## src/hdl/pqga_pkg.sv

```systemverilog
// Shared widths, codes, pipeline types and helper functions for the previous QG address block.
package pqga_pkg;

  localparam int unsigned COORD_W    = 13;
  localparam int unsigned ENTRY_W    = 12;
  localparam int unsigned OP_W       = 2;
  localparam int unsigned CFG_IDX_W  = 2;
  localparam int unsigned CFG_DATA_W = 10;
  localparam int unsigned LOG2_W     = 3;
  localparam int unsigned CTBW_W     = 10;
  localparam int unsigned BLK_W      = 9;
  localparam int unsigned QG_W       = 3;
  localparam int unsigned RS_W       = 19;
  localparam int unsigned REM_W      = CTBW_W;
  localparam int unsigned DIV_STEPS  = 4;
  localparam int unsigned DIV_STAGES = 3;

  localparam logic [LOG2_W-1:0] LOG2_CTB_MIN = 3'd4;
  localparam logic [LOG2_W-1:0] LOG2_CTB_MAX = 3'd6;
  localparam logic [LOG2_W-1:0] LOG2_QG_MIN  = 3'd3;

  typedef enum logic [OP_W-1:0] {
    OP_QUERY  = 2'd0,
    OP_WR_R2T = 2'd1,
    OP_WR_T2R = 2'd2,
    OP_IGNORE = 2'd3
  } op_e;

  typedef enum logic [CFG_IDX_W-1:0] {
    CFG_LOG2_CTB  = 2'd0,
    CFG_LOG2_QG   = 2'd1,
    CFG_CTB_WIDTH = 2'd2
  } cfg_idx_e;

  typedef struct packed {
    logic [QG_W-1:0] x;
    logic [QG_W-1:0] y;
  } zpos_t;

  typedef struct packed {
    logic               is_query;
    logic               is_first;
    logic               nop;
    logic [COORD_W-1:0] loc_x;
    logic [COORD_W-1:0] loc_y;
    logic [REM_W-1:0]   rem;
    logic [ENTRY_W-1:0] num;
    logic [ENTRY_W-1:0] quo;
  } div_pipe_t;

  function automatic zpos_t prev_zorder(logic [QG_W-1:0] qx, logic [QG_W-1:0] qy);
    logic [2*QG_W-1:0] z;
    zpos_t             p;
    for (int i = 0; i < QG_W; i++) begin
      z[2*i]   = qx[i];
      z[2*i+1] = qy[i];
    end
    z = z - 1'b1;
    for (int i = 0; i < QG_W; i++) begin
      p.x[i] = z[2*i];
      p.y[i] = z[2*i+1];
    end
    return p;
  endfunction

  function automatic div_pipe_t div_steps(div_pipe_t p, logic [CTBW_W-1:0] w);
    div_pipe_t        s;
    logic [REM_W:0]   t;
    logic             q;
    s = p;
    for (int i = 0; i < DIV_STEPS; i++) begin
      t     = {s.rem, s.num[ENTRY_W-1]};
      s.num = {s.num[ENTRY_W-2:0], 1'b0};
      q     = (t >= {1'b0, w});
      if (q) begin
        t = t - {1'b0, w};
      end
      s.rem = t[REM_W-1:0];
      s.quo = {s.quo[ENTRY_W-2:0], q};
    end
    return s;
  endfunction

endpackage

```

## src/hdl/pqga_div_stage.sv

```systemverilog
// One stage of the raster-address divider: four restoring quotient bits per stage.
module pqga_div_stage (
  input  logic                        clk_i,
  input  logic                        en_i,
  input  logic [pqga_pkg::CTBW_W-1:0] w_i,
  input  pqga_pkg::div_pipe_t         pipe_i,
  output pqga_pkg::div_pipe_t         pipe_o
);
  import pqga_pkg::*;

  div_pipe_t pipe_d;
  div_pipe_t pipe_q;

  always_comb begin
    pipe_d = div_steps(pipe_i, w_i);
  end

  always_ff @(posedge clk_i) begin
    if (en_i) begin
      pipe_q <= pipe_d;
    end
  end

  assign pipe_o = pipe_q;

endmodule
```

## config.mk

```make
export PLATFORM = sky130hd
export DESIGN_NAME = pqga_div_stage
export DESIGN_NICKNAME = d
export VERILOG_FILES = /design/src/hdl/pqga_pkg.sv /design/src/hdl/pqga_div_stage.sv
export SDC_FILE = /design/constraint.sdc
export NUM_CORES = 1
export LEC_CHECK = 0
export ABC_AREA = 1
export BUFFER_PORTS_ARGS = -buffer_cell sky130_fd_sc_hd__buf_4
export CAP_MARGIN = 20
export CORE_MARGIN = 4
export CORE_UTILIZATION = 52
export DETAILED_ROUTE_END_ITERATION = 12
export PLACE_DENSITY = 0.81
export SKIP_LAST_GASP = 1
export SYNTH_ARGS = -nofsm -noshare
export SYNTH_HDL_FRONTEND = slang
export SYNTH_SLANG_ARGS = --single-unit
```

## constraint.sdc

```tcl
create_clock -name clk_i -period 9.1 [get_ports clk_i]
set_input_delay 2.275 -clock clk_i [delete_from_list [all_inputs] [get_ports clk_i]]
set_output_delay 2.275 -clock clk_i [all_outputs]
set_load 0.01 [all_outputs]
```

==> metrics.txt, run 1 <==
first-pass GRT wire length 18200 µm; gpl congestion 0.935; routed len/inst 15.3 µm; Die Wd between 90 and 100 µm; CTS tree done; Worst Setup SP w_i[5]; # rows 33; final wirelength ~12000 µm; worst endpoint data arrival time 8.73 ns; Syn Inst Count 508; most common cell in the netlist nand2_1; total of max-cap violations 0; cell accounting for the most synthesized area edfxtp_1; top achievable clock speed 0.117 GHz; Via density 5.28; Critical Path Max Stage Delay 0.36 ns; synth warn 0; DRC Markers 0; Hold WC Path Type input port to register; total gr overflow 0; Clock Sinks 59; CP endpoint kind register; Die ar. 9980 µm²; post-synthesis area per instance 8.64 µm²; Hold Violations, Final 0; All-Layer GR Usage 0.228; largest net degree at the start of global routing 60; dpl cell area between 5000 and 6000 µm²; dominant synthesized flop cell edfxtp_1; vias 4005; Longest Clk Path Bufs 2; Worst-Margin Slew 0.719 ns; minimum clock period after layout 8.52 ns; leakage 2.89 nW; Power Dens Cells 312 nW/µm²; n_diodes 0; count of different cell masters after synthesis 37; register bit count reported by yosys 59; CP Data Required Time 9.31 ns; H-tree lvl count 3; critical path's most frequent cell nand2_1; Core Region 8220 µm²; synth top area cells edfxtp_1 (40%), nand2_1 (13%), ha_1 (11%), inv_1 (5.1%), nand3_1 (4.1%); number of antenna violations at the first check in global routing 0; max-slew violation count 0; most instantiated cells after synthesis nand2_1 (157), inv_1 (60), edfxtp_1 (59); fin util 0.698; Hold WS ~2.1 ns; RSZ-0062 raised after global routing no; DRT Pass-1 Iters 5; Cells on Worst Hold Path 1; asr flop ratio synth 0; Die Y 99.9 µm; DRT iter0 DRCs roughly 270; setup violators final 0; ANT nets after route 0; # IOs ~140; Initial Utilization 0.534; slew margin rel. 0.520; layout cell share with drive strength beyond 1 0.283; slowest cell on the critical path ha_1; VDD IR max 0.252 mV; hold-fix buffers at CTS 0; Mapped Area 4390 µm²; fin nets between 700 and 800; fin area about 5700 µm²; period utilization 0.936; Layout area overhead 30.7%; worst hold start pipe_i[52]; Startpoint Class input port; max FFs per register 59; status finished, final reports clean; Post-synth EDFFs 59; CTS Buf Count 9; Register Area 1770 µm²; DP HPWL 9300 µm; Setup CP Type input port to register; clock root buffer clkbuf_8; TNS Setup 0 ns; Port Buffers 129; vias in the first global route 3762; Yosys top cell area share 0.404; Clock transition at path regs 0.08 ns; multi-input combinational cell area 2300 µm²; filler cell count roughly 630; Worst Path Max Fanout 12; sequential share of the synthesized area 0.404
cells in the final DEF, fill, tap and decap left out, drive strengths merged, types with 9 or more instances in the layout:
master | netlist | final
a21oi | 29 | 29
buf | 14 | 140
clkbuf | 0 | 9
edfxtp | 59 | 59
ha | 40 | 40
inv | 62 | 63
nand2 | 163 | 163
nand3 | 41 | 41
nand4 | 14 | 14
nor2 | 27 | 28
o21ai | 12 | 12
xnor2 | 10 | 10
xor2 | 16 | 16
power breakdown:
part	switching, mW	internal (mW)
Combinational	0.657	0.438
Clock	0.109	0.184
Sequential	0.0146	0.389
through the flow:
stage,total power [mW],std cells,setup WS [ns]
global placement,1.42,742,0.319
global route,1.93,759,0.0244
floorplan,1.20,511,1.08
CTS,1.76,758,0.487
detailed placement,1.46,742,0.146
finish,1.79,759,0.582
critical path: cells and delay by family:
family                     cells  cell delay (ns)
AOI/OAI and AO/OA             11             1.77
adders and majority gates      4             1.30
buffers and inverters          6             0.79
and+or+nand+nor               24             2.59
layout make-up:
type	count	area share
multi-input cells	377	0.401
flip-flops and latches	59	0.309
repair buffers	140	0.183
inverters	62	0.0406
well taps	105	0.0229
clock buffers	9	0.0216
clock inverters	7	0.0216
repair_timing:
item                                    4_1_cts  5_1_grt
endpoints found under the hold margin         0        0
buffers inserted                              0        0
resized for setup                             0        4
endpoints found under the setup margin        0       11
kinds of logic after synthesis:
family | count (synthesis) | synth area share
and+or+nand+nor | 256 | 0.275
other | 1 | 0.000854
buffers and inverters | 76 | 0.0801
AOI/OAI and AO/OA | 46 | 0.0564
DFF | 59 | 0.404
adders and majority gates | 44 | 0.132
xor gates and xnor gates | 26 | 0.0519
per-layer routing:
layer,wire length (µm),global-route usage,up-vias
met5,0,0,-
met4,188,0.0620,0
met3,1030,0.0431,12
met2,5680,0.399,174
met1,4730,0.287,1850
li1,-,-,1969
worst paths after layout:
check | end | slack [ns]
worst min-delay path | pipe_o[52]$_DFFE_PP_ | 2.11
worst max-delay path | pipe_o[24]$_DFFE_PP_ | 0.58
(Power assumes the default switching activity.)
==> inputs of run 2 (changes only) <==
Settings changed: CORE_UTILIZATION 52 to 41, PLACE_DENSITY 0.81 to 0.69.
Clock period 9.1 ns to 6.8 ns, I/O delays scaled along.
==> run 2 against run 1 <==
Net effect:
- the flow now finishes with violations (negative setup slack)
- sequential power is 33% higher
- clock power increased by 6.8%
- critical path depth shrank 1
- combinational power increased by 120%
- global-route usage about the same
- via count is 22% higher
- utilization grew 6.7 points
- count of clock-buffer cells in the layout stayed put
- routed wire length grew 32%
- worst hold slack worse by 0.57 ns
- non-clock buffer count is 175 higher
==> metrics.txt, run 2 (synthesized netlist as in run 1, its figures left out) <==
status complete, but fails checks (was finished, final reports clean); violations in the final reports negative setup slack; total of max-cap violations 0 (unchanged); fin nets 946 (was 768); Cells on Worst Hold Path 1 (unchanged); minimum clock period after layout 6.94 ns; largest net degree at the start of global routing 60 (unchanged); max FFs per register 59 (unchanged); max-slew violation count 0 (unchanged); n_diodes 0 (unchanged); # rows 37 (was 33); Hold Path End pipe_o[7]$_DFFE_PP_ (was pipe_o[52]$_DFFE_PP_); Setup CP Type input port to register (unchanged); Layout area overhead 80.7% (was 30.7%); total gr overflow 0 (unchanged); CTS tree done (unchanged); CP endpoint kind register (unchanged); filler cell count 668 (was 632); slowest cell on the critical path ha_4 (was ha_1); critical path's most frequent cell nand2_2 (was nand2_1); multi-input combinational cell area 3140 µm² (was 2300 µm²); Critical Path Max Stage Delay 0.28 ns (was 0.36 ns); Hold WC Path Type input port to register (unchanged); fin area 7940 µm² (was 5740 µm²); Hold Violations, Final 0 (unchanged); dpl cell area 6780 µm² (was 5470 µm²); DP HPWL 10800 µm (was 9300 µm); Clock Sinks 59 (unchanged); clock root buffer clkbuf_8 (unchanged); Worst-Margin Slew 0.712 ns (was 0.719 ns); DRC Markers 0 (unchanged); leakage 3.80 nW (was 2.89 nW); Initial Utilization 0.423 (was 0.534); fin util 0.765 (was 0.698); Via density 5.06 (was 5.28); ANT nets after route 0 (unchanged); slew margin rel. 0.526 (was 0.520); final worst slack -0.144 ns (was 0.582 ns); CP Data Required Time 6.89 ns (was 9.31 ns); All-Layer GR Usage 0.228 (about the same); Clock power frac 0.094 (was 0.163); H-tree lvl count 3 (unchanged); # IOs 138 (unchanged); worst endpoint data arrival time 7.03 ns (was 8.73 ns); Flop pwr share 0.162 (was 0.225); CTS Buf Count 9 (unchanged); worst hold start pipe_i[3] (was pipe_i[52]); Net Switching 1.38 mW (was 780 µW); Port Buffers 129 (unchanged); final wirelength 15300 µm (was 11600 µm); Die Y 111 µm (was 99.9 µm); most frequent cells in the layout buf_4 (306), nand2_1 (110), edfxtp_1 (59), inv_1 (44), nand2_2 (39) (was nand2_1 (156), buf_4 (140), inv_1 (60), edfxtp_1 (59), ha_1 (39)); total power draw 3.32 mW (was 1.79 mW); Combinational Power Share 0.744 (was 0.612); P_int 1.94 mW (was 1.01 mW); Die ar. 12400 µm² (was 9980 µm²); DRT iter0 DRCs 304 (was 268); DRT Pass-1 Iters 5 (unchanged); routed len/inst 15.8 µm (was 15.3 µm); Core Region 10400 µm² (was 8220 µm²); commonest non-fill, non-tap cell in the layout buf_4 (was nand2_1); Clock transition at path regs 0.07 ns (was 0.08 ns); layout cell share with drive strength beyond 1 0.589 (was 0.283); Longest Clk Path Bufs 2 (unchanged); first-pass GRT wire length 23100 µm (was 18200 µm); gpl congestion 0.909 (was 0.935); vias 4895 (was 4005); Power Dens Cells 418 nW/µm² (was 312 nW/µm²); Worst Path Max Fanout 8 (was 12); VDD IR max 0.349 mV (was 0.252 mV); vias in the first global route 4845 (was 3762); RSZ-0062 raised after global routing yes (was no); Startpoint Class input port (unchanged); number of antenna violations at the first check in global routing 0 (unchanged); Die Wd 111 µm (was 99.9 µm); Register Area 1770 µm² (unchanged); top achievable clock speed ~0.14 GHz; Sw Ratio 0.416 (was 0.436); period utilization 1.02; setup violators final 10 (was 0)
## run 2: worst max-delay path by stage
stage           start                   end  slack, ns  depth (start not counted)
2_1_floorplan  w_i[2]  pipe_o[28]$_DFFE_PP_      -0.14                         47
3_3_place_gp   w_i[5]  pipe_o[33]$_DFFE_PP_      -0.52                         42
3_5_place_dp   w_i[5]  pipe_o[26]$_DFFE_PP_      -0.70                         42
4_1_cts        w_i[5]  pipe_o[28]$_DFFE_PP_       0.01                         44
5_1_grt        w_i[7]  pipe_o[28]$_DFFE_PP_      -0.41                         41
6_report       w_i[5]  pipe_o[26]$_DFFE_PP_      -0.14                         44
## run 2: through the flow
stage | TNS, ns | setup slack, ns | instances | hold slack (ns)
5_1_grt | -4.06 | -0.409 | 968 | 1.52
2_1_floorplan | -1.32 | -0.137 | 511 | 1.80
6_report | -1.19 | -0.144 | 968 | 1.54
3_5_place_dp | -7.40 | -0.695 | 900 | 1.88
4_1_cts | 0 | 0.00996 | 948 | 1.52
3_3_place_gp | -5.52 | -0.521 | 900 | 1.88
## run 2: power groups by stage
stage	combinational, mW	sequential [mW]	clock, mW
floorplan	1.17	0.579	0
global placement	1.94	0.544	0
detailed placement	1.99	0.546	0
CTS	2.22	0.538	0.321
global route	2.70	0.542	0.338
finish	2.47	0.537	0.312
## run 2: layout make-up
type / instances / share of cell area
inverter: 62 / 0.0323
clock buffer: 9 / 0.0156
timing repair buffer: 315 / 0.302
tap: 136 / 0.0214
sequential: 59 / 0.223
multi-input combinational: 380 / 0.395
clock inverter: 7 / 0.00962
## run 2: worst max-delay path: cells and delay by family
family	cells	cell delay [ns]
buffers and inverters	6	0.59
AND/OR/NAND/NOR	31	3.28
adder cells (fa/ha/maj)	4	1.11
AO/OA/AOI/OAI	3	0.33
## run 2: timing repair
action,4_1_cts,5_1_grt
endpoints found under the hold margin,0,0
hold buffers,0,0
buffers inserted,31,19
cloned,3,1
setup endpoints to repair,11,11
gates resized for setup,81,46
pin swaps,66,57
## run 2: layer usage
metal / GRT usage / part of all wire / vias up
li1: - / - / 2330
met4: 0.0852 / 0.030 / 0
met5: 0 / 0 / -
met2: 0.421 / 0.51 / 221
met1: 0.263 / 0.40 / 2304
met3: 0.0386 / 0.060 / 40
